===== config.mk =====
export PLATFORM = sky130hd
export DESIGN_NAME = bpf_sqrt
export DESIGN_NICKNAME = d
export VERILOG_FILES = /design/src/rtl/bpf_pkg.sv /design/src/rtl/bpf_sqrt.sv
export SDC_FILE = /design/constraint.sdc
export NUM_CORES = 1
export LEC_CHECK = 0
export ABC_AREA = 1
export BUFFER_PORTS_ARGS = -buffer_cell sky130_fd_sc_hd__buf_2
export CAP_MARGIN = 40
export CORE_UTILIZATION = 50
export CTS_CLUSTER_SIZE = 16
export DETAILED_ROUTE_END_ITERATION = 12
export HOLD_SLACK_MARGIN = 0.05
export PLACE_DENSITY = 0.8
export SLEW_MARGIN = 0
export SYNTH_ARGS = -nofsm -noshare
export SYNTH_HDL_FRONTEND = slang
export SYNTH_SLANG_ARGS = --single-unit

===== constraint.sdc =====
create_clock -name clk_i -period 9.3 [get_ports clk_i]
set_input_delay 0.465 -clock clk_i [delete_from_list [all_inputs] [get_ports clk_i]]
set_output_delay 0.465 -clock clk_i [all_outputs]
set_load 0.005 [all_outputs]

===== src/rtl/bpf_pkg.sv =====
// Package for the Bezier path flattener: widths, command and result codes,
// and the coordinate saturation helper. No dependencies.
package bpf_pkg;

  // Coordinate and field widths
  localparam int CoordW    = 32;
  localparam int CoordBits = 32;
  localparam int TypeW     = 3;
  localparam int KindW     = 2;
  localparam int TolW      = 24;

  // Configuration port
  localparam int ApbAW = 3;
  localparam int ApbDW = 32;
  localparam logic [TolW-1:0] TolReset = 24'd16384;
  localparam logic RegTolerance = 1'b0;

  // Parameter defaults
  localparam int MaxSegmentsDef = 64;

  // Q1.16 parameter t and step dt
  localparam int TW = 17;
  localparam logic [TW-1:0] OneQ16 = 17'h10000;

  // Curvature bound datapath
  localparam int VecW  = 37;
  localparam int MagW  = 31;
  localparam int ShW   = 3;
  localparam int LenW  = 37;
  localparam int NumW  = 58;
  localparam int RadW  = 64;
  localparam int RootW = 32;
  localparam int KW    = 42;
  localparam logic [KW-1:0] Sqrt8Q16 = 42'd185364;

  // Shared multiplier
  localparam int MulAW = 34;
  localparam int MulBW = 31;
  localparam int MulPW = 65;

  // Command kinds
  localparam logic [TypeW-1:0] ReqMove  = 3'd0;
  localparam logic [TypeW-1:0] ReqLine  = 3'd1;
  localparam logic [TypeW-1:0] ReqQuad  = 3'd2;
  localparam logic [TypeW-1:0] ReqCubic = 3'd3;

  // Result kinds
  localparam logic [KindW-1:0] SegMove  = 2'd0;
  localparam logic [KindW-1:0] SegLine  = 2'd1;
  localparam logic [KindW-1:0] SegUnsup = 2'd2;

  // Saturation bounds for a signed CoordBits-bit coordinate
  localparam int SatSh = (CoordBits >= CoordW) ? CoordW - 1 : CoordBits - 1;
  localparam logic signed [CoordW-1:0] SatHi = CoordW'((64'sd1 <<< SatSh) - 64'sd1);
  localparam logic signed [CoordW-1:0] SatLo = -SatHi - CoordW'(1);

  function automatic logic signed [CoordW-1:0] sat_coord(input logic signed [CoordW-1:0] v);
    logic signed [CoordW-1:0] r;
    r = v;
    if (v > SatHi) r = SatHi;
    if (v < SatLo) r = SatLo;
    return r;
  endfunction

endpackage


===== src/rtl/bpf_sqrt.sv =====
// Digit-by-digit integer square root, one result bit per cycle, shared by the
// vector length and the step size. Depends on bpf_pkg.
module bpf_sqrt (
  input  logic                        clk_i,
  input  logic                        rst_ni,
  input  logic                        start_i,
  input  logic [bpf_pkg::RadW-1:0]    rad_i,
  output logic                        done_o,
  output logic [bpf_pkg::RootW-1:0]   root_o
);
  import bpf_pkg::*;

  localparam int CntW = $clog2(RootW);
  localparam int RemW = RootW + 3;

  logic             busy_q, busy_d;
  logic             done_q, done_d;
  logic [CntW-1:0]  cnt_q, cnt_d;
  logic [RadW-1:0]  rad_q, rad_d;
  logic [RemW-1:0]  rem_q, rem_d;
  logic [RootW-1:0] root_q, root_d;
  logic [RemW-1:0]  rem_sh;
  logic [RemW-1:0]  trial;

  // Bring down two radicand bits and try the next root bit
  always_comb begin
    busy_d = busy_q;
    done_d = 1'b0;
    cnt_d  = cnt_q;
    rad_d  = rad_q;
    rem_d  = rem_q;
    root_d = root_q;
    rem_sh = {rem_q[RemW-3:0], rad_q[RadW-1 -: 2]};
    trial  = {1'b0, root_q, 2'b01};
    if (start_i) begin
      busy_d = 1'b1;
      cnt_d  = '0;
      rad_d  = rad_i;
      rem_d  = '0;
      root_d = '0;
    end else if (busy_q) begin
      rad_d = {rad_q[RadW-3:0], 2'b00};
      if (rem_sh >= trial) begin
        rem_d  = rem_sh - trial;
        root_d = {root_q[RootW-2:0], 1'b1};
      end else begin
        rem_d  = rem_sh;
        root_d = {root_q[RootW-2:0], 1'b0};
      end
      cnt_d = cnt_q + CntW'(1);
      if (cnt_q == CntW'(RootW - 1)) begin
        busy_d = 1'b0;
        done_d = 1'b1;
      end
    end
  end

  always_ff @(posedge clk_i or negedge rst_ni) begin
    if (!rst_ni) begin
      busy_q <= 1'b0;
      done_q <= 1'b0;
      cnt_q  <= '0;
    end else begin
      busy_q <= busy_d;
      done_q <= done_d;
      cnt_q  <= cnt_d;
    end
  end

  always_ff @(posedge clk_i) begin
    rad_q  <= rad_d;
    rem_q  <= rem_d;
    root_q <= root_d;
  end

  assign done_o = done_q;
  assign root_o = root_q;

endmodule

Word-level counts from Yosys, hierarchy flattened
Cells that the tools add are included.
- register bits after elaboration: 136
- bits in latches: 0
- RAM bits: 0
- ROM bits: 0
- input bits: 67
- output and inout port bits: 33
- logic and storage cells: 23
- memories: 0
- add/sub/neg operators: 2
- multiply operators: 0
- divide/modulo/power cells: 0
- $lt $le $gt $ge: 1
- equal/unequal tests: 1
- shifts and indexed selects: 0
- muxes and demuxes: 12
- bitwise logic cells: 0
- reductions and logical operators: 1
- operators with widths (kind ; count):
    64-bit two-way mux ; 2
    35-bit by 34-bit greater-or-equal comparator with 1-bit output ; 1
    33-bit two-way mux ; 1
    33-bit subtractor ; 1
    5-bit two-way mux ; 2
    1-bit two-way mux ; 7
    5-bit by 1-bit adder with 5-bit output (second input constant) ; 1
    5-bit equality test (second input constant) ; 1
    2-bit nonzero test ; 1

Depth between registers and ports, before layout
- depth in word-level cells: 4
- depth in mapped cells: 17
- mapped depth without buffers: 16

Least setup slack after synthesis
OpenSTA, ideal clock, no wires.
- path kind: in2reg
- from: in start_i
- to: reg rad_q[0] (enable)
- setup time: 0.454 ns
- arrival time: 2.813 ns
- data required time: 8.846 ns
- path slack: 6.033 ns
- stages: 4
- path buffers: 2
- cell sequence: clkbuf_1 > nor2_1 > inv_1 > clkbuf_1
- longest elaborated chain between the ends: 1
- RTL lines (element ; line ; text):
    start, declared ; bpf_sqrt.sv:6 ; input logic start_i,
    2-bit nonzero test (no line) ; -- ;
    end signal, assigned ; bpf_sqrt.sv:71 ; rad_q <= rad_d;
    end, declared ; bpf_sqrt.sv:19 ; logic [RadW-1:0] rad_q, rad_d;
No other way between the ends.
A chain may end at the register's enable or synchronous reset.

Final worst setup path
- from: reg root_q[12], in the netlist root_o[12]
- to: reg rem_q[31]
- longest elaborated chain between the ends: 2
- elaborated cells on any way between the ends: 3
- those cells by class: add/sub (1); order compare (1); mux (1)
- RTL lines (element ; line ; text):
    start, declared ; bpf_sqrt.sv:21 ; logic [RootW-1:0] root_q, root_d;
    start signal, assigned ; bpf_sqrt.sv:73 ; root_q <= root_d;
    33-bit subtractor or 35-bit by 34-bit greater-or-equal comparator with 1-bit output (tied branches) ; bpf_sqrt.sv:44, bpf_sqrt.sv:43 ;
    33-bit two-way mux (*) ; bpf_sqrt.sv:43 ; if (rem_sh >= trial) begin
    end signal, assigned ; bpf_sqrt.sv:72 ; rem_q <= rem_d;
    end, declared ; bpf_sqrt.sv:20 ; logic [RemW-1:0] rem_q, rem_d;
Mark *: on every way between the ends. The rest lies on a longest branch, timed or not.

==> impl_metrics.env <==
export IMPL_hold_viol_final=0
export IMPL_drv_slew=0
export IMPL_worst_slack_ns=6.394
export IMPL_syn_inst=1151
export IMPL_ir_worst_vdd_uv=161.9
export IMPL_critPathRequiredTime_ns=9.62
export IMPL_cts_clk_slew_worst_paths_ns=0.06
export IMPL_cp_max_fo=39
export IMPL_ys_ff_latch=136
export IMPL_whs_ns=0.2958
export IMPL_yosys_area_top_type="nand2_1"
export IMPL_clkPwrFrac=0.216
export IMPL_viasPerCell=5.033
export IMPL_tritoncts="done"
export IMPL_p_sw_frac=0.4532
export IMPL_cp_slowest_stage_delay_ns=0.45
export IMPL_ys_top_cells_by_count="nand2_1, inv_1, dfxtp_1, edfxtp_1, nand3_1"
export IMPL_slowest_stage="nand2_2"
export IMPL_tns_ns=0
export IMPL_cp_start_kind="flip-flop"
export IMPL_fin_crit_ns=2.906
export IMPL_status="completed"
export IMPL_wl_per_cell_um=13.58
export IMPL_post_route_util=0.5929
export IMPL_clk_path_buf_depth=2
export IMPL_finalSetupViolCount=0
export IMPL_p_int_mw=1.671
export IMPL_synth_edf_count=64
export IMPL_cts_repair_resized=0
export IMPL_maxSlewHeadroom=0.5540
export IMPL_grt_pass1_wl_um=33130
export IMPL_ys_warnings_count=0
export IMPL_cts_root_buf="clkbuf_16"
export IMPL_die_h_um=129.1
export IMPL_diodes=0
export IMPL_worst_slew_pin_slew_ns=0.6690
export IMPL_synth_area_top_cells="nand2_1, edfxtp_1, dfxtp_1"
export IMPL_vias=7403
export IMPL_post_route_period_util=0.3124
export IMPL_gp_congestion=0.9336
export IMPL_synth_async_sr_flop_share=0.05147
export IMPL_io_buffers=99
export IMPL_arrival_ns=3.22
export IMPL_dp_cells=1439
export IMPL_wirelength_um=19980
export IMPL_grt_max_degree=74
export IMPL_gr_usage_all_layers=0.2555
export IMPL_dr_pass1_iters=5
export IMPL_nNetsFinal=1346
export IMPL_dp_hpwl_um=14440
export IMPL_syn_avg_cell_area_um2=7.020
export IMPL_worstHoldPathType="in -> reg"
export IMPL_power_mw=3.056
export IMPL_critPathKind="reg -> reg"
export IMPL_switchingPower_mw=1.385
export IMPL_die_area_mm2=0.01667
export IMPL_core_area_mm2=0.01583
export IMPL_crit_chain="inv_1, ha_1, nand2_1, inv_2, nand2_1, nand2_1, a21oi_2, nand3_1, nand2_2, nand2_4, nand2_2, nand2_1, nand2_1, nand2_1"
export IMPL_synth_yosys_seq_area_share=0.4206
export IMPL_pwr_share_comb=0.530
export IMPL_crit_family="simple AND/OR/NAND/NOR gates"
export IMPL_synth_most_common_cell="nand2_1"
export IMPL_cts_sinks=136
export IMPL_antenna_found_initial=0
export IMPL_fin_cells=1471
export IMPL_crit_top_cell="nand2_1"
export IMPL_rows=46
export IMPL_drc=0
export IMPL_ant_nets=0
export IMPL_rsz0062_at_grt="false"
export IMPL_grt_pass1_vias=7229
export IMPL_path_buf_inv=2
export IMPL_ys_flop_type="dfxtp_1"
export IMPL_io_pins=100
export IMPL_synth_top_area_share=0.2420
export IMPL_syn_num_nets=1254
export IMPL_layout_drive_gt1_share=0.1371
export IMPL_clkLatencyLatePin_ns=0.43
export IMPL_drv_cap=0
export IMPL_synth_cell_types=37
export IMPL_dieWidth_um=129.1
export IMPL_p_leak_nw=4.977
export IMPL_htreeDepth=4
export IMPL_synth_area_mm2=0.008080
export IMPL_overflow=0
export IMPL_nFillCells=1469
export IMPL_seq_power_share=0.254
export IMPL_design_area_mm2=0.009384
export IMPL_place_area_mm2=0.008798
export IMPL_drt_iter0_drc=469
export IMPL_cts_buffers=17
export IMPL_endpoint_kind="flip-flop"
export IMPL_finClkSkew_ns=0.006734
export IMPL_p_per_area_mw_per_mm2=325.6
export IMPL_initial_utilization=0.5105
export IMPL_syn_to_final_growth_pct=16.14
export IMPL_pre_cts_ws_ns=6.427
export IMPL_fmax_mhz=344.1
-- area by class of cell --
type | count | area (µm²) | area share
Sequential cell | 136 | 3398 | 0.3621
Clock buffer | 17 | 425.4 | 0.04533
Multi-Input combinational cell | 823 | 3931 | 0.4189
Clock inverter | 14 | 150.1 | 0.01600
Tap cell | 216 | 270.3 | 0.02880
Inverter | 157 | 590.6 | 0.06293
Timing Repair Buffer | 108 | 618.1 | 0.06587
-- state kept, by name (all words and copies together) (netlist names) --
name,flops
cnt_q,5
busy_q,1
rad_q,64
done_o,1
root_o,32
rem_q,33
-- placed cells by master (no fill, tap or decap), types with 2 or more instances in the layout --
cell type,n
inv_6,3
nor2_1,46
nor4_1,3
buf_2,99
o21bai_1,6
o21ai_1,5
dfxtp_1,65
nand4_1,8
o22ai_1,31
dfrtp_1,7
nand3_1,64
o21ai_0,9
clkinvlp_4,2
nor3_1,11
xnor2_1,6
clkinv_4,4
nand3_2,9
nor2_2,8
clkbuf_16,17
edfxtp_1,64
nand2_2,6
and2_1,4
inv_2,6
clkinv_2,3
ha_1,36
xor2_1,9
a21oi_2,2
bufinv_16,2
nand2_1,521
nand3b_1,10
buf_16,2
a21oi_1,23
buf_4,5
inv_1,150
-- path summary, 6_finish.rpt --
check / end / startpoint / cells past startpoint / slack (ns)
setup / recovery: rem_q[31] / root_o[12] / 14 / 6.39
hold / removal: rad_q[1] / rad_i[1] / 3 / 0.30
setup reg to reg: rem_q[31] / root_o[12] / 14 / 6.39
hold reg to reg: rem_q[32] / rem_q[32] / 2 / 0.46
min in group asynchronous: cnt_q[2] / rst_ni / 2 / 0.43
max in group asynchronous: cnt_q[3] / rst_ni / 2 / 8.71
-- power by group through the flow --
| stage | clock network (mW) | logic [mW] | registers, mW |
|---|---|---|---|
| after detailed placement | 0 | 1.60 | 0.786 |
| after CTS | 0.667 | 1.61 | 0.775 |
| final | 0.659 | 1.62 | 0.777 |
| after floorplan | 0 | 1.27 | 0.771 |
| after global routing | 0.694 | 1.85 | 0.787 |
| after global placement | 0 | 1.57 | 0.785 |
-- routing by layer --
metal,up-vias,wire (µm),GRT usage
met1,3316,8896,0.3157
met2,226,9411,0.4301
met5,-,0,0
met3,44,1180,0.06647
li1,3817,-,-
met4,0,490,0.09204
-- worst register-to-register path, delay by kind of cell, from the launching register on --
family,cells,cell delay [ns]
simple gates,10,1.83
compound gates,1,0.18
flops,1,0.32
fa+ha+maj,1,0.35
buf+inv,2,0.12
-- cells by family after synthesis --
| family | synth area share |
|---|---|
| adder cells (fa/ha/maj) | 0.05574 |
| XOR/XNOR | 0.01626 |
| buffers and inverters | 0.09353 |
| AO/OA/AOI/OAI | 0.05745 |
| flip-flops | 0.4206 |
| AND/OR/NAND/NOR | 0.3565 |
-- timing repair --
item | CTS | global route
hold buffers | 1 | 0
hold endpoints to repair | 7 | 0
endpoints found under the setup margin | 0 | 0
setup buffers | 0 | 0
No activity file was read; power rests on OpenSTA's default activity.
