--- config.mk ---
export PLATFORM = sky130hd
export DESIGN_NAME = bpf_cfg
export DESIGN_NICKNAME = d
export VERILOG_FILES = /design/src/rtl/bpf_pkg.sv /design/src/rtl/bpf_cfg.sv
export SDC_FILE = /design/constraint.sdc
export NUM_CORES = 1
export LEC_CHECK = 0
export BUFFER_PORTS_ARGS = -buffer_cell sky130_fd_sc_hd__buf_4
export CORE_MARGIN = 4
export CORE_UTILIZATION = 39
export CTS_CLUSTER_SIZE = 30
export DETAILED_ROUTE_END_ITERATION = 8
export PLACE_DENSITY = 0.89
export SLEW_MARGIN = 40
export SYNTH_ARGS = -nofsm -noshare
export SYNTH_HDL_FRONTEND = slang
export SYNTH_SLANG_ARGS = --single-unit
export TNS_END_PERCENT = 1
--- constraint.sdc ---
create_clock -name clk_i -period 0.85 [get_ports clk_i]
set_input_delay 0.1275 -clock clk_i [delete_from_list [all_inputs] [get_ports clk_i]]
set_output_delay 0.1275 -clock clk_i [all_outputs]
set_load 0.005 [all_outputs]
--- src/rtl/bpf_pkg.sv ---
// Package for the Bezier path flattener: widths, command and result codes,
// and the coordinate saturation helper. No dependencies.
package bpf_pkg;

  // Coordinate and field widths
  localparam int CoordW    = 32;
  localparam int CoordBits = 32;
  localparam int TypeW     = 3;
  localparam int KindW     = 2;
  localparam int TolW      = 24;

  // Configuration port
  localparam int ApbAW = 3;
  localparam int ApbDW = 32;
  localparam logic [TolW-1:0] TolReset = 24'd16384;
  localparam logic RegTolerance = 1'b0;

  // Parameter defaults
  localparam int MaxSegmentsDef = 64;

  // Q1.16 parameter t and step dt
  localparam int TW = 17;
  localparam logic [TW-1:0] OneQ16 = 17'h10000;

  // Curvature bound datapath
  localparam int VecW  = 37;
  localparam int MagW  = 31;
  localparam int ShW   = 3;
  localparam int LenW  = 37;
  localparam int NumW  = 58;
  localparam int RadW  = 64;
  localparam int RootW = 32;
  localparam int KW    = 42;
  localparam logic [KW-1:0] Sqrt8Q16 = 42'd185364;

  // Shared multiplier
  localparam int MulAW = 34;
  localparam int MulBW = 31;
  localparam int MulPW = 65;

  // Command kinds
  localparam logic [TypeW-1:0] ReqMove  = 3'd0;
  localparam logic [TypeW-1:0] ReqLine  = 3'd1;
  localparam logic [TypeW-1:0] ReqQuad  = 3'd2;
  localparam logic [TypeW-1:0] ReqCubic = 3'd3;

  // Result kinds
  localparam logic [KindW-1:0] SegMove  = 2'd0;
  localparam logic [KindW-1:0] SegLine  = 2'd1;
  localparam logic [KindW-1:0] SegUnsup = 2'd2;

  // Saturation bounds for a signed CoordBits-bit coordinate
  localparam int SatSh = (CoordBits >= CoordW) ? CoordW - 1 : CoordBits - 1;
  localparam logic signed [CoordW-1:0] SatHi = CoordW'((64'sd1 <<< SatSh) - 64'sd1);
  localparam logic signed [CoordW-1:0] SatLo = -SatHi - CoordW'(1);

  function automatic logic signed [CoordW-1:0] sat_coord(input logic signed [CoordW-1:0] v);
    logic signed [CoordW-1:0] r;
    r = v;
    if (v > SatHi) r = SatHi;
    if (v < SatLo) r = SatLo;
    return r;
  endfunction

endpackage

--- src/rtl/bpf_cfg.sv ---
// APB-style register port holding the flattening tolerance.
// Depends on bpf_pkg.
module bpf_cfg (
  input  logic                       clk_i,
  input  logic                       rst_ni,
  input  logic                       psel,
  input  logic                       penable,
  input  logic                       pwrite,
  input  logic [bpf_pkg::ApbAW-1:0]  paddr,
  input  logic [bpf_pkg::ApbDW-1:0]  pwdata,
  output logic [bpf_pkg::ApbDW-1:0]  prdata,
  output logic                       pready,
  output logic [bpf_pkg::TolW-1:0]   tol_o
);
  import bpf_pkg::*;

  logic [TolW-1:0] tol_q, tol_d;
  logic            reg_idx;

  assign reg_idx = paddr[ApbAW-1];
  assign pready  = 1'b1;

  // Register write in the access phase
  always_comb begin
    tol_d = tol_q;
    if (psel && penable && pwrite && (reg_idx == RegTolerance)) begin
      tol_d = pwdata[TolW-1:0];
    end
  end

  always_ff @(posedge clk_i or negedge rst_ni) begin
    if (!rst_ni) begin
      tol_q <= TolReset;
    end else begin
      tol_q <= tol_d;
    end
  end

  // Read back
  assign prdata = (reg_idx == RegTolerance) ? ApbDW'(tol_q) : '0;
  assign tol_o  = tol_q;

endmodule

# After elaboration in Yosys (flattened, before gate mapping)
# Cells that the tools add are included.
word_totals:
  output_inout_bits: 57
  elab_cells: 6
  reg_bits: 24
  inputBits: 40
op_classes:
  n_bitwise: 1
  n_reduce_logical: 3
  mux: 1
op_table:
  columns: ["cell", "n"]
  rows:
  - ["two-way mux 24 bit", 1]
  - ["logical AND 1 bit", 3]
  - ["inverter 1 bit", 1]

# Depth between registers and ports, before layout
# Gate-level depths: netlist of run 1.
depth:
  ltp_word: 3
  depth_mapped: 3
  depth_no_buf: 2

# Least setup slack after synthesis of run 1
# OpenSTA, ideal clock, no wires.
synth_timing:
  path_type: "input port to flip-flop"
  startpoint: "input paddr[2] (netlist name)"
  endpoint: "register tol_q[0] (netlist: tol_o[0])"
  arrival_ps: 795
  setup_ps: 125
  path_slack_ps: -71
  stages: 3
  t_required_ps: 725
  path_buffers: 1
  cell_sequence: "nand4b_4 buf_6 mux2_4"
synth_between:
  elab_chain_len: 2
synth_lines:
  columns: ["element", "line", "text"]
  rows:
  - ["from (decl)", "bpf_cfg.sv:9", "input logic [bpf_pkg::ApbAW-1:0] paddr,"]
  - ["inverter 1 bit", null, null]
  - ["logical AND 1 bit", "bpf_cfg.sv:26", "if (psel && penable && pwrite && (reg_idx == RegTolerance)) begin"]
  - ["to (signal assigned)", "bpf_cfg.sv:33", "tol_q <= TolReset;"]
  - ["to (signal assigned)", "bpf_cfg.sv:35", "tol_q <= tol_d;"]
  - ["to (decl)", "bpf_cfg.sv:17", "logic [TolW-1:0] tol_q, tol_d;"]
# Every way passes these cells.
# A chain may end at the register's enable or synchronous reset.

# Worst setup path after layout of run 1
layout_timing:
  startpoint: "register tol_q[14] (netlist: tol_o[14])"
  endpoint: "output prdata[14] (netlist name)"
layout_between:
  elab_chain_len: 1
layout_lines:
  columns: ["element", "line", "text"]
  rows:
  - ["two-way mux 24 bit", "bpf_cfg.sv:40", "assign prdata = (reg_idx == RegTolerance) ? ApbDW'(tol_q) : '0;"]
  - ["to (decl)", "bpf_cfg.sv:11", "output logic [bpf_pkg::ApbDW-1:0] prdata,"]
# Every way passes these cells.

==> impl_metrics.json, run 1 <==
{
  "max_freq_mhz": 819.0,
  "first_global_vias": 920,
  "rsz0062_at_grt": "yes",
  "fin_hold_ws_ps": 31.28,
  "globalplace.congestion": 0.6820,
  "dp_cells": 206,
  "report.final.setup_viol": 48,
  "hold_class": "in2reg",
  "routed_via_density": 4.198,
  "start_util": 0.4058,
  "final_area_um2": 1923,
  "yosysUniqueCellTypes": 11,
  "dieWidth_um": 64.13,
  "finalCritPeriodShare": 1.437,
  "fin_crit_ps": 1221,
  "fp.dieH_um": 64.13,
  "routed_wirelength_um": 2877,
  "critPathLaunchType": "flop",
  "synth_area_per_cell_um2": 13.96,
  "area_delta_synth_final_pct": 56.52,
  "wl_per_cell_um": 13.57,
  "grt_overflow": 0,
  "drv_cap": 0,
  "cts_max_level": 1,
  "placed_area_um2": 1838,
  "grt_pass1_wl_um": 4416,
  "slew_violations": 0,
  "final_cells": 212,
  "grt_use_total": 0.1373,
  "finalPower_mw": 3.817,
  "violations": "setup timing",
  "worstPathArrival_ps": 1090,
  "clk_pin_slew_ps": 140,
  "root_buffer": "clkbuf_4",
  "cp-end-kind": "output port",
  "vias": 890,
  "power.density_nw_per_um2": 1985,
  "largest_register_ffs": 24,
  "syn_inst": 88,
  "cts_tree": "done",
  "required_ps": 720,
  "synth-warning-count": 0,
  "drt_iter0_markers": 16,
  "drive_gt1_frac": 0.6667,
  "grt_max_degree": 25,
  "final_util": 0.6351,
  "ir_drop_uv": 1019,
  "skew_ps": 0,
  "ant_nets": 0,
  "p_leak_nw": 1.048,
  "grt_antenna_before_repair": 0,
  "nNetsFinal": 209,
  "io_buffers": 77,
  "cts_sinks": 24,
  "cts_buffers": 3,
  "path_class": "reg2out",
  "drc": 0,
  "diodes": 0,
  "io_pins": 97,
  "setup_ws_ps": -371.0,
  "num_rows": 20,
  "first_pass_iters": 2,
  "clockBufferDepth": 2,
  "synth-seq-area-share": 0.4898,
  "clk_latency_ps": 310,
  "hold_violations": 0,
  "core_um2": 3028,
  "synth-seq-cells": 24,
  "syn-cell-area_um2": 1229,
  "hpwlAfterDp_um": 2290,
  "crit_path_max_fanout": 2,
  "status": "complete, but fails checks",
  "die_area_um2": 4113
}
[routing by layer]
metal  vias to the layer above  global-route usage  share of wire  wire length [um]
li1                        429                   -              -                 -
met1                       414              0.1589           0.38              1105
met2                        45              0.2490           0.52              1506
met3                         2             0.02285          0.082               237
met4                         0             0.05541         0.0094                27
met5                         -                   0              0                 0
[cells in the final DEF (no fill, tap or decap), drive strengths merged]
| master | n |
|---|---|
| bufinv | 1 |
| mux2 | 24 |
| nor2b | 22 |
| clkbuf | 3 |
| buf | 81 |
| nand4b | 1 |
| dlygate4sd3 | 1 |
| conb | 9 |
| dfrtp | 23 |
| dfstp | 1 |
| and2b | 2 |
[critical path: stages (launching register included)]
cell,delay (ps)
dfstp_2,560
nor2b_4,130
buf_6,90
[repair_timing]
action                                  4_1_cts  5_1_grt
endpoints found under the setup margin       48       49
buffers inserted                              1        0
hold buffers                                  1        0
resized for setup                             2        1
endpoints found under the hold margin        24        0
[where the power goes]
group          leakage, nW  switching, mW  total, mW  internal [mW]
registers            0.287          0.196       1.60           1.40
clock network       0.0279          0.350      0.826          0.476
logic                0.733          0.400       1.39          0.994
[Yosys cell counts]
| cell type | count | share of area |
|---|---|---|
| dfrtp_1 | 23 | 0.47 |
| mux2_4 | 20 | 0.24 |
| conb_1 | 2 | 0.0061 |
| clkbuf_1 | 2 | 0.0061 |
| nor2b_1 | 22 | 0.11 |
| buf_4 | 9 | 0.055 |
| mux2_2 | 4 | 0.037 |
| nand4b_4 | 1 | 0.019 |
| buf_6 | 2 | 0.018 |
| and2b_1 | 2 | 0.012 |
| dfstp_2 | 1 | 0.021 |
[worst paths after layout]
kind / slack [ps] / start / depth (start not counted) / end
max in group asynchronous: 320 / rst_ni / 2 / tol_o[14]
hold reg to reg: 550 / tol_o[20] / 1 / tol_o[20]
min in group asynchronous: 230 / rst_ni / 2 / tol_o[21]
hold / removal: 30 / pwdata[5] / 2 / tol_o[5]
setup reg to reg: 20 / tol_o[14] / 2 / tol_o[14]
setup / recovery: -370 / tol_o[14] / 2 / prdata[14]
[layout make-up]
| class | instances | area [um^2] |
|---|---|---|
| flip-flops and latches | 24 | 601.8 |
| fillers | 235 | 1105 |
| well taps | 44 | 55.05 |
| clock inverters | 1 | 30.03 |
| multi-input cells | 58 | 563.0 |
| clock buffers | 3 | 22.52 |
| repair buffers | 82 | 650.6 |
[through the flow]
step / setup TNS, ps / setup WS [ps]
after detailed placement: -4706 / -206.4
after floorplan: -1369 / -70.51
after global routing: -13300 / -438.2
after global placement: -4350 / -184.8
after CTS: -11330 / -378.4
final: -10720 / -371.0
[cell families after synthesis]
family / Yosys count / share of synthesized area
multiplexers: 24 / 0.2811
flip-flops: 24 / 0.4898
AND/OR/NAND/NOR: 25 / 0.1436
other: 2 / 0.006112
buffers and inverters: 13 / 0.07943
(Power assumes the default switching activity.)
==> run 2, diff against run 1 <==
--- a/config.mk
+++ b/config.mk
@@ -8,8 +8,10 @@
 export BUFFER_PORTS_ARGS = -buffer_cell sky130_fd_sc_hd__buf_4
 export CORE_MARGIN = 4
 export CORE_UTILIZATION = 39
+export CTS_BUF_LIST = sky130_fd_sc_hd__clkbuf_16
 export CTS_CLUSTER_SIZE = 30
 export DETAILED_ROUTE_END_ITERATION = 8
+export GPL_TIMING_DRIVEN = 0
 export PLACE_DENSITY = 0.89
 export SLEW_MARGIN = 40
 export SYNTH_ARGS = -nofsm -noshare
==> constraint.sdc (replaced) <==
create_clock -name clk_i -period 1.15 [get_ports clk_i]
set_input_delay 0.1725 -clock clk_i [delete_from_list [all_inputs] [get_ports clk_i]]
set_output_delay 0.1725 -clock clk_i [all_outputs]
set_load 0.005 [all_outputs]
==> run 2 against run 1 <==
Compared with the run above: the run still ends with setup timing left; first-iteration DRC count rose by 56%; non-clock buffer count rose by 11; die area did not move; combinational power fell by 24%; register-to-register slack improved by 210 ps; sequential power fell by 26%; final cell count rose by 5.2%; sequential share of layout area fell by 1.5 points; hold slack improved by 120 ps; critical path type unchanged.
==> impl_metrics.json, run 2 (synthesis gave the netlist of run 1 again) <==
{
  "required_ps": 980,
  "power.density_nw_per_um2": 1591,
  "fp.dieH_um": 64.13,
  "fin_crit_ps": 1188,
  "grt_antenna_before_repair": 0,
  "ir_drop_uv": 740.7,
  "grt_use_total": 0.1503,
  "p_sw_mw": 0.7342,
  "dieWidth_um": 64.13,
  "drive_gt1_frac": 0.6704,
  "cp-end-kind": "output port",
  "hpwlAfterDp_um": 2411,
  "min_path_cells": 2,
  "final_cells": 223,
  "p_seq_frac": 0.367,
  "pwr-share-clk": 0.305,
  "drt_iter0_markers": 25,
  "clk_latency_ps": 250,
  "slew_violations": 0,
  "cts_sinks": 24,
  "ant_nets": 0,
  "first_global_vias": 1001,
  "worstPathArrival_ps": 1020,
  "final_area_um2": 2018,
  "first_pass_iters": 2,
  "nFillCells": 233,
  "start_util": 0.4058,
  "hp-start": "pwdata[14]",
  "rsz0062_at_grt": "yes",
  "skew_ps": 0,
  "worst_r2r_path_depth": 3,
  "vias": 935,
  "sw_frac_of_total": 0.2287,
  "critPathLaunchType": "flop",
  "clockBufferDepth": 2,
  "globalplace.congestion": 0.6831,
  "tns_ps": -37.68,
  "reg2reg_slack_ps": 230,
  "final_common_cell": "buf_4",
  "area_delta_synth_final_pct": 64.26,
  "p_leak_nw": 1.106,
  "p_int_mw": 2.477,
  "routed_via_density": 4.193,
  "clk_pin_slew_ps": 60,
  "setup_ws_ps": -37.53,
  "diodes": 0,
  "report.final.setup_viol": 2,
  "path_class": "reg2out",
  "dp_cells": 216,
  "postCtsResizedCells": 0,
  "die_area_um2": 4113,
  "crit_path_max_fanout": 2,
  "core_um2": 3028,
  "grt_max_degree": 25,
  "wl_per_cell_um": 13.58,
  "drv_cap": 0,
  "grt_overflow": 0,
  "drc": 0,
  "violations": "setup timing",
  "cts_tree": "done",
  "routed_wirelength_um": 3029,
  "status": "complete, but fails checks",
  "max_freq_mhz": 842.1,
  "hold_violations": 0,
  "num_rows": 20,
  "io_buffers": 77,
  "cts_max_level": 1,
  "comb_power_share": 0.328,
  "cts_buffers": 3,
  "root_buffer": "clkbuf_16",
  "nNetsFinal": 220,
  "io_pins": 97,
  "largest_register_ffs": 24,
  "r2r_start": "tol_o[14]",
  "placed_area_um2": 1888,
  "hold_end": "tol_o[14]",
  "grt_pass1_wl_um": 4857,
  "finalCritPeriodShare": 1.033,
  "r2r_end": "tol_o[14]",
  "final_cell_mix": "88 x buf_4, 23 x dfrtp_1, 22 x nor2b_1",
  "hold_class": "in2reg"
}
==> run 2: cell type report <==
cell class	count	area, um^2	share of cell area
Sequential cell	24	601.8	0.2982
Clock buffer	3	75.07	0.03720
Buffer	13	97.59	0.04836
Tap cell	44	55.05	0.02728
Clock inverter	1	30.03	0.01488
Multi-Input combinational cell	58	555.5	0.2753
Timing Repair Buffer	80	603.1	0.2988
==> run 2: metal layers <==
layer  global-route usage  vias up  share of wire
met2               0.2865       49           0.54
met4              0.06860        0          0.018
met5                    0        -              0
met1               0.1601      428           0.36
met3              0.02285        6          0.082
li1                     -      452              -
==> run 2: stage by stage <==
step | util | power [mW] | worst slack, ps | hold WS [ps]
finish | 0.6665 | 3.211 | -37.53 | 146.5
global placement | 0.6236 | 2.191 | -15.08 | 78.18
floorplan | - | 1.606 | 184.5 | -123.1
detailed placement | 0.6236 | 2.235 | -28.97 | 90.87
global route | 0.6665 | 3.370 | -73.04 | 146.7
CTS | 0.6665 | 3.250 | -44.62 | 142.6
==> run 2: worst max-delay path by stage <==
stage              start          to  depth (start not counted)
2_1_floorplan   paddr[2]    tol_o[0]                          3
3_3_place_gp    paddr[2]   tol_o[17]                          4
3_5_place_dp    paddr[2]    tol_o[9]                          4
5_1_grt        tol_o[14]  prdata[14]                          2
4_1_cts        tol_o[14]  prdata[14]                          2
6_report       tol_o[14]  prdata[14]                          2
==> run 2: power by group through the flow <==
| stage | sequential [mW] | clock [mW] | combinational (mW) |
|---|---|---|---|
| finish | 1.18 | 0.979 | 1.05 |
| global route | 1.21 | 1.02 | 1.14 |
| CTS | 1.18 | 0.999 | 1.07 |
| detailed placement | 1.19 | 0 | 1.04 |
| global placement | 1.18 | 0 | 1.01 |
| floorplan | 1.18 | 0 | 0.421 |
==> run 2: critical path, cell delays in order, from the launching register on <==
cell and delay, ps:
dfstp_2 530, nor2b_1 120, buf_4 120
==> run 2: repair_timing <==
item / 4_1_cts / 5_1_grt
hold buffers: 1 / 0
endpoints found under the hold margin: 23 / 0
buffers inserted: 2 / 0
pin swaps: 0 / 0
endpoints found under the setup margin: 1 / 14
