==> config.mk <==
export PLATFORM = sky130hd
export DESIGN_NAME = bpf_div
export DESIGN_NICKNAME = d
export VERILOG_FILES = /design/src/rtl/bpf_pkg.sv /design/src/rtl/bpf_div.sv
export SDC_FILE = /design/constraint.sdc
export NUM_CORES = 1
export LEC_CHECK = 0
export ABC_AREA = 1
export ABC_CLOCK_PERIOD_IN_PS = 2700
export BUFFER_PORTS_ARGS = -buffer_cell sky130_fd_sc_hd__buf_2
export CAP_MARGIN = 40
export CORE_MARGIN = 2
export CORE_UTILIZATION = 40
export DETAILED_ROUTE_END_ITERATION = 8
export SYNTH_ARGS = -nofsm -noshare
export SYNTH_HDL_FRONTEND = slang
export SYNTH_SLANG_ARGS = --single-unit
==> constraint.sdc <==
create_clock -name clk_i -period 2.7 [get_ports clk_i]
set_input_delay 0.81 -clock clk_i [delete_from_list [all_inputs] [get_ports clk_i]]
set_output_delay 0.81 -clock clk_i [all_outputs]
set_load 0.01 [all_outputs]
==> src/rtl/bpf_pkg.sv <==
// Package for the Bezier path flattener: widths, command and result codes,
// and the coordinate saturation helper. No dependencies.
package bpf_pkg;

  // Coordinate and field widths
  localparam int CoordW    = 32;
  localparam int CoordBits = 32;
  localparam int TypeW     = 3;
  localparam int KindW     = 2;
  localparam int TolW      = 24;

  // Configuration port
  localparam int ApbAW = 3;
  localparam int ApbDW = 32;
  localparam logic [TolW-1:0] TolReset = 24'd16384;
  localparam logic RegTolerance = 1'b0;

  // Parameter defaults
  localparam int MaxSegmentsDef = 64;

  // Q1.16 parameter t and step dt
  localparam int TW = 17;
  localparam logic [TW-1:0] OneQ16 = 17'h10000;

  // Curvature bound datapath
  localparam int VecW  = 37;
  localparam int MagW  = 31;
  localparam int ShW   = 3;
  localparam int LenW  = 37;
  localparam int NumW  = 58;
  localparam int RadW  = 64;
  localparam int RootW = 32;
  localparam int KW    = 42;
  localparam logic [KW-1:0] Sqrt8Q16 = 42'd185364;

  // Shared multiplier
  localparam int MulAW = 34;
  localparam int MulBW = 31;
  localparam int MulPW = 65;

  // Command kinds
  localparam logic [TypeW-1:0] ReqMove  = 3'd0;
  localparam logic [TypeW-1:0] ReqLine  = 3'd1;
  localparam logic [TypeW-1:0] ReqQuad  = 3'd2;
  localparam logic [TypeW-1:0] ReqCubic = 3'd3;

  // Result kinds
  localparam logic [KindW-1:0] SegMove  = 2'd0;
  localparam logic [KindW-1:0] SegLine  = 2'd1;
  localparam logic [KindW-1:0] SegUnsup = 2'd2;

  // Saturation bounds for a signed CoordBits-bit coordinate
  localparam int SatSh = (CoordBits >= CoordW) ? CoordW - 1 : CoordBits - 1;
  localparam logic signed [CoordW-1:0] SatHi = CoordW'((64'sd1 <<< SatSh) - 64'sd1);
  localparam logic signed [CoordW-1:0] SatLo = -SatHi - CoordW'(1);

  function automatic logic signed [CoordW-1:0] sat_coord(input logic signed [CoordW-1:0] v);
    logic signed [CoordW-1:0] r;
    r = v;
    if (v > SatHi) r = SatHi;
    if (v < SatLo) r = SatLo;
    return r;
  endfunction

endpackage

==> src/rtl/bpf_div.sv <==
// Bit-serial restoring divider, one quotient bit per cycle, for the step size.
// Depends on bpf_pkg.
module bpf_div (
  input  logic                       clk_i,
  input  logic                       rst_ni,
  input  logic                       start_i,
  input  logic [bpf_pkg::NumW-1:0]   num_i,
  input  logic [bpf_pkg::LenW-1:0]   den_i,
  output logic                       done_o,
  output logic [bpf_pkg::NumW-1:0]   quo_o
);
  import bpf_pkg::*;

  localparam int CntW = $clog2(NumW);

  logic            busy_q, busy_d;
  logic            done_q, done_d;
  logic [CntW-1:0] cnt_q, cnt_d;
  logic [NumW-1:0] quo_q, quo_d;
  logic [LenW-1:0] rem_q, rem_d;
  logic [LenW-1:0] den_q, den_d;
  logic [LenW:0]   rem_sh;

  // One shift-and-subtract step per cycle
  always_comb begin
    busy_d = busy_q;
    done_d = 1'b0;
    cnt_d  = cnt_q;
    quo_d  = quo_q;
    rem_d  = rem_q;
    den_d  = den_q;
    rem_sh = {rem_q, quo_q[NumW-1]};
    if (start_i) begin
      busy_d = 1'b1;
      cnt_d  = '0;
      quo_d  = num_i;
      rem_d  = '0;
      den_d  = den_i;
    end else if (busy_q) begin
      if (rem_sh >= {1'b0, den_q}) begin
        rem_d = LenW'(rem_sh - {1'b0, den_q});
        quo_d = {quo_q[NumW-2:0], 1'b1};
      end else begin
        rem_d = rem_sh[LenW-1:0];
        quo_d = {quo_q[NumW-2:0], 1'b0};
      end
      cnt_d = cnt_q + CntW'(1);
      if (cnt_q == CntW'(NumW - 1)) begin
        busy_d = 1'b0;
        done_d = 1'b1;
      end
    end
  end

  always_ff @(posedge clk_i or negedge rst_ni) begin
    if (!rst_ni) begin
      busy_q <= 1'b0;
      done_q <= 1'b0;
      cnt_q  <= '0;
    end else begin
      busy_q <= busy_d;
      done_q <= done_d;
      cnt_q  <= cnt_d;
    end
  end

  always_ff @(posedge clk_i) begin
    quo_q <= quo_d;
    rem_q <= rem_d;
    den_q <= den_d;
  end

  assign done_o = done_q;
  assign quo_o  = quo_q;

endmodule

* Word-level counts from Yosys, hierarchy flattened
Index checks and enable logic that the tools add are counted.
** Storage, ports and cells
- Memory bits (read-only) :: 0
- Logic and storage cells :: 23
- Register bits :: 140
- Memories kept :: 0
- Bits in writable memories :: 0
- Latch bits :: 0
- Output and inout bits :: 59
- Input bits :: 98
** Cells by class
- Reduce and logical (&&, ||, !) cells :: 1
- Bitwise gates (word level) :: 0
- Order comparisons :: 1
- Muxes and demuxes :: 12
- Shift operators :: 0
- Add/sub/neg operators :: 2
- Eq/ne operators :: 1
- Div/mod/pow operators :: 0
- Multiply operators :: 0
** Operators by type and width (count)
- two-way mux 58 bit :: 2
- greater-or-equal comparator 38 x 37 -> 1 bit :: 1
- two-way mux 37 bit :: 1
- subtractor 37 bit :: 1
- two-way mux 6 bit :: 2
- two-way mux 1 bit :: 7
- adder 6 x 1 -> 6 bit (second input constant) :: 1
- == test 6 bit (second input constant) :: 1
- nonzero test 2 bit :: 1

* Logic depth before layout (Yosys ltp)
Gate-level depths: netlist of the first run.
- Word-level depth :: 4
- Depth in mapped cells :: 17
- Depth with buffers taken out :: 16

* Worst setup path after synthesis of the first run
OpenSTA, ideal clock, no wires.
- Kind :: input to register
- Start :: input port start_i
- End :: register quo_q[0] (netlist: quo_o[0]), enable pin
- Setup slack :: -0.786 ns
- Stages on the path :: 4
- Data required time :: 2.254 ns
- Arrival :: 3.040 ns
- Library setup time :: 0.446 ns
- Cells stage by stage :: clkbuf_1 > nor2_1 > inv_1 > clkbuf_1
** On the way
- Word-level cells in the longest chain between the ends :: 1
** RTL lines
- start, declared :: line bpf_div.sv:6 : input logic start_i,
- nonzero test 2 bit (no source line)
- end signal, assigned :: line bpf_div.sv:68 : quo_q <= quo_d;
- end, declared :: line bpf_div.sv:19 : logic [NumW-1:0] quo_q, quo_d;
No other way between the ends.
A chain may end at the register's enable or synchronous reset.

* Final worst setup path of the first run
- Start :: register quo_q[57] (netlist: quo_o[57])
- End :: register rem_q[4]
** On the way
- Word-level cells in the longest chain between the ends :: 2
- Elaborated cells on any way between the ends :: 3
- Classes of those cells :: add/sub (1); order compare (1); mux (1)
** RTL lines
- subtractor 37 bit or greater-or-equal comparator 38 x 37 -> 1 bit (tied branches) :: line bpf_div.sv:41, bpf_div.sv:40
- two-way mux 37 bit * :: line bpf_div.sv:40 : if (rem_sh >= {1'b0, den_q}) begin
- end signal, assigned :: line bpf_div.sv:69 : rem_q <= rem_d;
- end, declared :: line bpf_div.sv:20 : logic [LenW-1:0] rem_q, rem_d;
Mark *: on every way between the ends. The rest lies on a longest branch, timed or not.

==> results of run 1 <==
## state kept, by name (all words and copies together) (netlist names)
name	count
den_q	37
cnt_q	6
rem_q	37
quo_o	58
busy_q	1
done_o	1
## metal layers
| metal | routed length, um | up-vias | track usage | part of all wire |
|---|---|---|---|---|
| li1 | - | 4111 | - | - |
| met1 | 11020 | 3546 | 0.2929 | 0.46 |
| met2 | 10930 | 247 | 0.3536 | 0.46 |
| met3 | 1733 | 23 | 0.05873 | 0.072 |
| met4 | 257 | 2 | 0.05514 | 0.011 |
| met5 | 10 | - | 0 | 0.00042 |
## layout make-up
type                       count  area share
clock buffer                  18     0.04132
multi-input combinational    844      0.3852
timing repair buffer         171     0.09154
tap                          275     0.03312
inverter                     192     0.06938
clock inverter                14     0.01421
sequential                   140      0.3652
## worst max-delay path by stage
stage | end | slack [ns] | start | depth (start not counted)
4_1_cts | rem_q[5]$_SDFFE_PP0P_ | 0.19 | quo_o[57]$_DFFE_PP_ | 15
3_5_place_dp | rem_q[5]$_SDFFE_PP0P_ | 0.21 | quo_o[57]$_DFFE_PP_ | 15
2_1_floorplan | quo_o[0]$_DFFE_PP_ | 0.15 | start_i | 4
6_report | rem_q[4]$_SDFFE_PP0P_ | 0.23 | quo_o[57]$_DFFE_PP_ | 15
5_1_grt | rem_q[0]$_SDFFE_PP0P_ | 0.02 | quo_o[57]$_DFFE_PP_ | 15
3_3_place_gp | rem_q[28]$_SDFFE_PP0P_ | 0.27 | quo_o[57]$_DFFE_PP_ | 15
## critical path: cells and delay by family (launching register included)
| kind | cells | cell delay (ns) |
|---|---|---|
| simple gates | 9 | 0.93 |
| fa+ha+maj | 2 | 0.53 |
| buf+inv | 3 | 0.41 |
| flops | 1 | 0.39 |
| compound gates | 1 | 0.07 |
## cells by family (layout without fill, tap and decap cells)
kind of cell	after synthesis	after routing
buffers and inverters	224	395
AOI/OAI and AO/OA	71	71
and+or+nand+nor	714	714
DFF	140	140
adders and majority gates	40	40
xor gates and xnor gates	19	19
## report_power, final
group / total (mW) / internal (mW) / leakage (nW) / switching, mW
clock: 2.32 / 1.24 / 0.284 / 1.09
sequential: 2.94 / 2.70 / 1.41 / 0.237
combinational: 4.57 / 1.66 / 3.89 / 2.91
total: 9.84 / 5.60 / 5.58 / 4.23
## cells in the mapped netlist (all sizes together) (13+ instances only)
cell and n:
nand3b 13, o21ai 30, xnor2 17, edfxtp 95, ha 39, nor2 68, a21oi 32, nand2 505
nand3 107, clkbuf 20, inv 192, dfxtp 37
==> flow_metrics.tcl, run 1 <==
set metrics [dict create \
    syn2layout_area_growth_pct 19.54 \
    simple_gate_fraction_of_synth_area 0.3389 \
    period_needed_ns 2.468 \
    finalNetCount 1504 \
    cts.reportedPaths.clkPinSlew_ns 0.08 \
    crit_share_post_route 0.9142 \
    combinational_family_with_the_most_area_after_synthesis "simple AND/OR/NAND/NOR gates" \
    min_delay_worst_type "primary input to asynchronous set/reset pin" \
    global_route.usage.total 0.2193 \
    final-setup-viol-count 0 \
    antennaDiodeCount 0 \
    final_util 0.4910 \
    fraction_of_final_layout_cells_with_drive_strength_greater_than_1 0.1610 \
    nFillCells 2234 \
    timing.rr.end "rem_q[4]$_SDFFE_PP0P_" \
    setup_ws_ns 0.2317 \
    dr.first_iter.drc_count 572 \
    transition_at_the_pin_with_the_smallest_max_transition_slack_ns 0.5938 \
    cts_setup_buffers 0 \
    cts_buffers 17 \
    power_density_mw_per_mm2 947.3 \
    area.sequential_mm2 0.003794 \
    finish.cell_count_without_fillers 1654 \
    cts.sink_count 140 \
    cp_slowest_cell "edfxtp_1" \
    remaining_design_rule_violation_count 0 \
    setup.reg_to_reg.worst_slack_ns 0.23 \
    detailedRoute.firstPassIterationCount 5 \
    routabilityCongestion 0.9492 \
    grt_start_max_net_pins 52 \
    critical_path_class "flip-flop to flip-flop" \
    dieHeight_um 151.4 \
    grt_setup_unrepaired "false" \
    r2r_start "quo_o[57]$_DFFE_PP_" \
    reg2reg_depth 15 \
    cts_buffer_depth 2 \
    row_count 53 \
    delay_contributed_by_the_slowest_stage_of_the_critical_path_ns 0.39 \
    hold_buffers 0 \
    syn_area_per_cell_um2 7.193 \
    setup_tns_ns 0 \
    synth-edff-count 95 \
    detailedPlace.worstSlack_ns 0.2119 \
    routedWlPerCell_um 14.48 \
    total_power_draw_mw 9.840 \
    place.detailed.instances 1621 \
    syn_nets 1346 \
    post-dp-hpwl_mm 17.69 \
    mostFrequentLayoutCells "nand2_1, inv_1, buf_2" \
    synth_xor_xnor_area_share 0.01915 \
    initial_standard_cell_utilization_of_the_core 0.4108 \
    seq_area_frac_synth 0.4366 \
    yosys.area_share.adder 0.05846 \
    synthFlopType "edfxtp_1" \
    post_synth_main_area_contributors "edfxtp_1, nand2_1, dfxtp_1" \
    placement.io_buffers 156 \
    clock_latency_ns 0.44 \
    most_common_library_cell_in_the_layout_ignoring_fill_and_taps "nand2_1" \
    critical_path.endpoint_type "flip-flop" \
    wl_mm 23.96 \
    postSynthCellCount 1208 \
    finish.instance_area_mm2 0.01039 \
    final.setup_skew_ns 0.02334 \
    detailed_place.area_mm2 0.009783 \
    grt_first_pass_wirelength_mm 39.34 \
    core-area_mm2 0.02115 \
    path_max_fanout 19 \
    slew_headroom 0.6041 \
    timing.final.hold_violations 0 \
    ant_nets 0 \
    crit_path_frequent_cell "nand2_2" \
    globalRouteOverflowTotal 0 \
    status "finished clean" \
    boundaryPins 157 \
    leakage_nw 5.583 \
    htreeDepth 4 \
    multi_input_area_mm2 0.004001 \
    detail_route.vias_per_cell 4.794 \
    post_cts.resized_instances 0 \
    area_fraction_of_the_dominant_cell_type_after_synthesis 0.3283 \
    synthDistinctLibCells 34 \
    fraction_of_the_mapped_netlist_area_in_compound_gates 0.04334 \
    critical_path_arrival_ns 2.76 \
    clock.fmax_mhz 405.1 \
    yosys.area.top_type "edfxtp_1" \
    routed-via-count 7929 \
    die_area_mm2 0.02292 \
    crit_path_start_kind "flip-flop" \
    count_of_state_elements_after_synthesis 140 \
    grt_antenna_before_repair 1 \
    clk_root_buffer_cell "clkbuf_16" \
    synth_area_mm2 0.008690 \
    final_max_slew_viol_count 0 \
    max_cap_violations 0 \
    synth_async_sr_flop_share 0.05714 \
    muxShareOfSynthArea 0 \
    tritoncts_clock_tree "yes" \
    synth-warning-count 0 \
    cp.required_ns 2.99 \
    cp_cell_sequence "inv_1 > ha_1 > inv_1 > fa_2 > nand2_1 > nand3_2 > nand2_1 > nand2_2 > nand2_2 > nand2_2 > nand2_2 > clkbuf_16 > nand3_1 > nand3_1 > o21ai_0" \
    worst_ir_drop_vdd_mv 0.4065 \
    fin_worst_hold_slack_ns 0.2151 \
    via_count_of_the_first_global_routing_pass 7771 \
    die_width_um 151.4 \
]
Note: power is estimated with default switching activity, not from simulation.
==> run 2, diff against run 1 <==
--- a/config.mk
+++ b/config.mk
@@ -12,6 +12,7 @@
 export CORE_MARGIN = 2
 export CORE_UTILIZATION = 40
 export DETAILED_ROUTE_END_ITERATION = 8
+export SETUP_SLACK_MARGIN = 0.4
 export SYNTH_ARGS = -nofsm -noshare
 export SYNTH_HDL_FRONTEND = slang
 export SYNTH_SLANG_ARGS = --single-unit
==> flow_metrics.tcl, run 2 (synthesis gave the netlist of run 1 again) <==
set metrics [dict create \
    routabilityCongestion 0.9590 \
    final-setup-viol-count 0 \
    mostFrequentLayoutCells "nand2_1, inv_1, buf_2" \
    clk_root_buffer_cell "clkbuf_16" \
    ant_nets 0 \
    die_area_mm2 0.02292 \
    most_common_library_cell_in_the_layout_ignoring_fill_and_taps "nand2_1" \
    finalNetCount 1541 \
    critical_path.endpoint_type "flip-flop" \
    setup_tns_ns 0 \
    post-dp-hpwl_mm 17.50 \
    cts.reportedPaths.clkPinSlew_ns 0.08 \
    cts_buffers 17 \
    slew_headroom 0.4998 \
    clock_latency_ns 0.44 \
    grt_setup_unrepaired "true" \
    period_needed_ns 2.290 \
    p_comb_frac 0.510 \
    row_count 53 \
    core-area_mm2 0.02115 \
    grt_antenna_before_repair 1 \
    max_cap_violations 0 \
    wl_mm 26.13 \
    routedWlPerCell_um 15.44 \
    worst_ir_drop_vdd_mv 0.4564 \
    power_density_mw_per_mm2 966.6 \
    detail_route.vias_per_cell 4.948 \
    leakage_nw 5.959 \
    remaining_design_rule_violation_count 0 \
    fin_worst_hold_slack_ns 0.2030 \
    die_width_um 151.4 \
    cp.required_ns 3.02 \
    via_count_of_the_first_global_routing_pass 7884 \
    global_route.usage.total 0.2230 \
    dieHeight_um 151.4 \
    boundaryPins 157 \
    status "finished clean" \
    tritoncts_clock_tree "yes" \
    grt_start_max_net_pins 69 \
    power_frac_seq 0.270 \
    internal_power_component_mw 6.273 \
    hold_buffers 0 \
    dr.first_iter.drc_count 603 \
    timing.final.hold_violations 0 \
    cts_buffer_depth 2 \
    switching_power_mw 4.758 \
    critical_path_class "flip-flop to flip-flop" \
    crit_path_start_kind "flip-flop" \
    setup_ws_ns 0.4105 \
    globalRouteOverflowTotal 0 \
    max_reg_flops 58 \
    detailedPlace.worstSlack_ns 0.2106 \
    grt_first_pass_wirelength_mm 39.85 \
    clk_pwr_share 0.220 \
    sw_share 0.4314 \
    routed-via-count 8377 \
    crit_share_post_route 0.8480 \
    htreeDepth 4 \
    clock.fmax_mhz 436.8 \
    min_delay_worst_type "primary input to asynchronous set/reset pin" \
    fraction_of_final_layout_cells_with_drive_strength_greater_than_1 0.2436 \
    transition_at_the_pin_with_the_smallest_max_transition_slack_ns 0.7503 \
    final_max_slew_viol_count 0 \
    detailedRoute.firstPassIterationCount 5 \
    syn2layout_area_growth_pct 31.33 \
    path_max_fanout 5 \
    initial_standard_cell_utilization_of_the_core 0.4108 \
    final.setup_skew_ns 0.01988 \
    critical_path_arrival_ns 2.61 \
    cts.sink_count 140 \
    placement.io_buffers 156 \
]
run 2: cell types whose count changed in the layout (fill, tap and decap cells not counted), sizes merged:
cell	previous run	this run
clkbuf	19	22
bufinv	0	1
inv	203	201
diode	0	2
buf	170	203
clkinv	3	5
run 2: final cells by class:
| cell class | count | area [um^2] |
|---|---|---|
| Fill cell | 2007 | 9742 |
| Inverter | 192 | 725.7 |
| Timing Repair Buffer | 208 | 1434 |
| Tap cell | 275 | 344.1 |
| Antenna cell | 2 | 5.005 |
| Multi-Input combinational cell | 844 | 4509 |
| Clock buffer | 17 | 425.4 |
| Sequential cell | 140 | 3794 |
| Clock inverter | 15 | 175.2 |
run 2: metal layers:
metal / vias to the layer above / wire length, um / GRT usage
li1: 4197 / - / -
met3: 59 / 1984 / 0.05633
met5: - / 0 / 0
met1: 3796 / 11540 / 0.2935
met4: 0 / 857 / 0.06916
met2: 325 / 11750 / 0.3611
run 2: what timing repair did:
action,in CTS,in global routing
setup endpoints to repair,38,38
pin swaps,4,35
resized for setup,14,126
cloned,3,5
buffers inserted,20,10
run 2: power groups by stage:
stage          Sequential [mW]  Clock (mW)  Combinational, mW
2_1_floorplan             2.96           0               3.42
3_3_place_gp              2.97           0               4.59
3_5_place_dp              2.97           0               4.58
4_1_cts                   2.94        2.46               4.75
5_1_grt                   3.03        2.55               6.23
6_report                  2.98        2.43               5.62
run 2: worst paths after layout:
kind | start | end | slack [ns] | cells after the start
max in group asynchronous | rst_ni | cnt_q[2]$_DFFE_PN0P_ | 2.31 | 1
max | quo_o[57]$_DFFE_PP_ | rem_q[28]$_SDFFE_PP0P_ | 0.41 | 16
max reg2reg | quo_o[57]$_DFFE_PP_ | rem_q[28]$_SDFFE_PP0P_ | 0.41 | 16
min | rst_ni | cnt_q[0]$_DFFE_PN0P_ | 0.20 | 1
min reg2reg | rem_q[36]$_SDFFE_PP0P_ | rem_q[36]$_SDFFE_PP0P_ | 0.46 | 2
min in group clk_i | rem_q[36]$_SDFFE_PP0P_ | rem_q[36]$_SDFFE_PP0P_ | 0.46 | 2
run 2: stage by stage:
stage	total power, mW	instances	cell area [um^2]	utilization
3_3_place_gp	7.563	1621	9796	0.4631
4_1_cts	10.15	1676	10700	0.5058
2_1_floorplan	6.384	1208	8693	-
6_report	11.03	1693	11410	0.5395
3_5_place_dp	7.553	1621	9796	0.4631
5_1_grt	11.80	1691	11410	0.5392
run 2: critical path, cell delays in order, from the launching register on:
cell and delay [ns]:
edfxtp_1 0.41, inv_2 0.10, ha_4 0.14, inv_4 0.03
fa_2 0.35, nand2_2 0.09, nand3_4 0.08, nand2_2 0.07
nand2_2 0.06, nand2_2 0.10, nand2_2 0.09, nand2_4 0.11
buf_6 0.13, clkbuf_16 0.15, nand3b_1 0.12, nand3_1 0.10
nand2_1 0.06
==> run 3, diff against run 2 <==
--- a/config.mk
+++ b/config.mk
@@ -6,7 +6,7 @@
 export NUM_CORES = 1
 export LEC_CHECK = 0
 export ABC_AREA = 1
-export ABC_CLOCK_PERIOD_IN_PS = 2700
+export ABC_CLOCK_PERIOD_IN_PS = 2300
 export BUFFER_PORTS_ARGS = -buffer_cell sky130_fd_sc_hd__buf_2
 export CAP_MARGIN = 40
 export CORE_MARGIN = 2
==> constraint.sdc (replaced) <==
create_clock -name clk_i -period 2.3 [get_ports clk_i]
set_input_delay 0.69 -clock clk_i [delete_from_list [all_inputs] [get_ports clk_i]]
set_output_delay 0.69 -clock clk_i [all_outputs]
set_load 0.01 [all_outputs]
==> flow_metrics.tcl, run 3 (synthesis gave the netlist of run 1 again) <==
set metrics [dict create \
    status "finished clean" \
    switching_power_mw 5.653 \
    boundaryPins 157 \
    clock.fmax_mhz 457.3 \
    path_max_fanout 7 \
    cts_buffers 17 \
    grt_first_pass_wirelength_mm 39.81 \
    die_area_mm2 0.02292 \
    syn2layout_area_growth_pct 34.00 \
    max_reg_flops 58 \
    p_comb_frac 0.528 \
    reg2reg_depth 17 \
    min_delay_worst_type "primary input to asynchronous set/reset pin" \
    internal_power_component_mw 7.793 \
    crit_path_frequent_cell "nand2_2" \
    critical-path-top-delay-family "simple AND/OR/NAND/NOR gates" \
    fraction_of_final_layout_cells_with_drive_strength_greater_than_1 0.2889 \
    setup.reg_to_reg.worst_slack_ns 0.11 \
    sw_share 0.4204 \
    dieHeight_um 151.4 \
    crit_share_post_route 0.9508 \
    power_frac_seq 0.265 \
    crit_path_start_kind "flip-flop" \
    critical_path_class "flip-flop to flip-flop" \
    critical_path_arrival_ns 2.51 \
    transition_at_the_pin_with_the_smallest_max_transition_slack_ns 0.5870 \
    cp_slowest_cell "edfxtp_1" \
    slew_headroom 0.6087 \
    ant_nets 0 \
    dr.first_iter.drc_count 455 \
    final_max_slew_viol_count 0 \
    worst_ir_drop_vdd_mv 0.6066 \
    nFillCells 2042 \
    final_util 0.5504 \
    globalRouteOverflowTotal 0 \
    detail_route.vias_per_cell 4.858 \
    routed-via-count 8235 \
    detailedRoute.firstPassIterationCount 5 \
    final.setup_skew_ns 0.01543 \
    finish.cell_count_without_fillers 1695 \
    htreeDepth 4 \
    delay_contributed_by_the_slowest_stage_of_the_critical_path_ns 0.41 \
    clk_pwr_share 0.207 \
    clk_root_buffer_cell "clkbuf_16" \
    critical_path.endpoint_type "flip-flop" \
    initial_standard_cell_utilization_of_the_core 0.4108 \
    grt_setup_unrepaired "true" \
    period_needed_ns 2.187 \
    fin_worst_hold_slack_ns 0.08884 \
    setup_tns_ns 0 \
    post-dp-hpwl_mm 17.67 \
    most_common_library_cell_in_the_layout_ignoring_fill_and_taps "nand2_1" \
    grt_start_max_net_pins 63 \
    power_density_mw_per_mm2 1155 \
    cts.reportedPaths.clkPinSlew_ns 0.07 \
    cts.sink_count 140 \
    clock_latency_ns 0.44 \
    grt_antenna_before_repair 2 \
    die_width_um 151.4 \
    timing.final.hold_violations 0 \
    hold_buffers 0 \
    cp.required_ns 2.62 \
    max_cap_violations 0 \
    r2r_start "quo_o[57]$_DFFE_PP_" \
    place.detailed.instances 1639 \
    routedWlPerCell_um 14.71 \
    final-setup-viol-count 0 \
    global_route.usage.total 0.2217 \
    placement.io_buffers 156 \
    row_count 53 \
    cts_buffer_depth 2 \
    remaining_design_rule_violation_count 0 \
    routabilityCongestion 0.9069 \
    path_buf_inv 4 \
    leakage_nw 5.955 \
    mostFrequentLayoutCells "nand2_1, inv_1, buf_2" \
    cp_cell_sequence "inv_2 > ha_4 > inv_2 > fa_2 > nand2_2 > nand3_2 > nand2_2 > nand2_2 > nand2_2 > nand2_4 > nand2_8 > clkbuf_16 > nand3_2 > nand2_1 > inv_1 > nand2_1 > nand2_1" \
    wl_mm 24.93 \
    core-area_mm2 0.02115 \
    via_count_of_the_first_global_routing_pass 8060 \
    finalNetCount 1544 \
    timing.critical_path.from "quo_o[57]$_DFFE_PP_" \
    timing.rr.end "rem_q[36]$_SDFFE_PP0P_" \
    tritoncts_clock_tree "yes" \
]
==> run 3: how the worst max path moves through the flow <==
stage / slack [ns] / cells past startpoint / to
after floorplan: 0.13 / 14 / quo_o[0]$_DFFE_PP_
after global routing: -0.02 / 17 / rem_q[35]$_SDFFE_PP0P_
after global placement: 0.03 / 16 / rem_q[28]$_SDFFE_PP0P_
final: 0.11 / 17 / rem_q[36]$_SDFFE_PP0P_
after CTS: 0.17 / 14 / rem_q[36]$_SDFFE_PP0P_
after detailed placement: -0.03 / 16 / rem_q[28]$_SDFFE_PP0P_
==> run 3: what timing repair did <==
item	4_1_cts	5_1_grt
gates cloned	1	5
setup buffers	13	4
setup endpoints to repair	38	39
pin swaps	19	50
resized for setup	85	100
==> run 3: final cells by class <==
| cell class | count | area, um^2 | area share |
|---|---|---|---|
| diodes | 1 | 2.502 | 0.0002149 |
| clock buffers | 18 | 439.2 | 0.03772 |
| well taps | 275 | 344.1 | 0.02955 |
| repair buffers | 211 | 1378 | 0.1183 |
| inverters | 192 | 723.2 | 0.06211 |
| clock inverters | 14 | 146.4 | 0.01257 |
| multi-input cells | 844 | 4817 | 0.4137 |
| flip-flops and latches | 140 | 3794 | 0.3258 |
==> run 3: per-layer routing <==
| layer | up-vias | track usage | wire (um) |
|---|---|---|---|
| met1 | 3747 | 0.2981 | 11450 |
| li1 | 4197 | - | - |
| met4 | 2 | 0.06168 | 482 |
| met5 | - | 0 | 16 |
| met2 | 256 | 0.3505 | 11160 |
| met3 | 33 | 0.06145 | 1809 |
==> run 3: power groups by stage <==
stage	sequential, mW	clock, mW	combinational [mW]
2_1_floorplan	3.48	0	4.02
3_3_place_gp	3.49	0	5.54
3_5_place_dp	3.49	0	5.58
4_1_cts	3.54	2.85	6.38
5_1_grt	3.63	2.95	7.91
6_report	3.56	2.79	7.10
==> run 3: per-stage QoR <==
stage,area (um^2),total power [mW],setup WS (ns)
floorplan,8702,7.497,0.1311
global placement,9958,9.030,0.03066
detailed placement,9958,9.063,-0.02795
CTS,11140,12.77,0.1691
global route,11640,14.49,-0.02134
finish,11640,13.45,0.1132
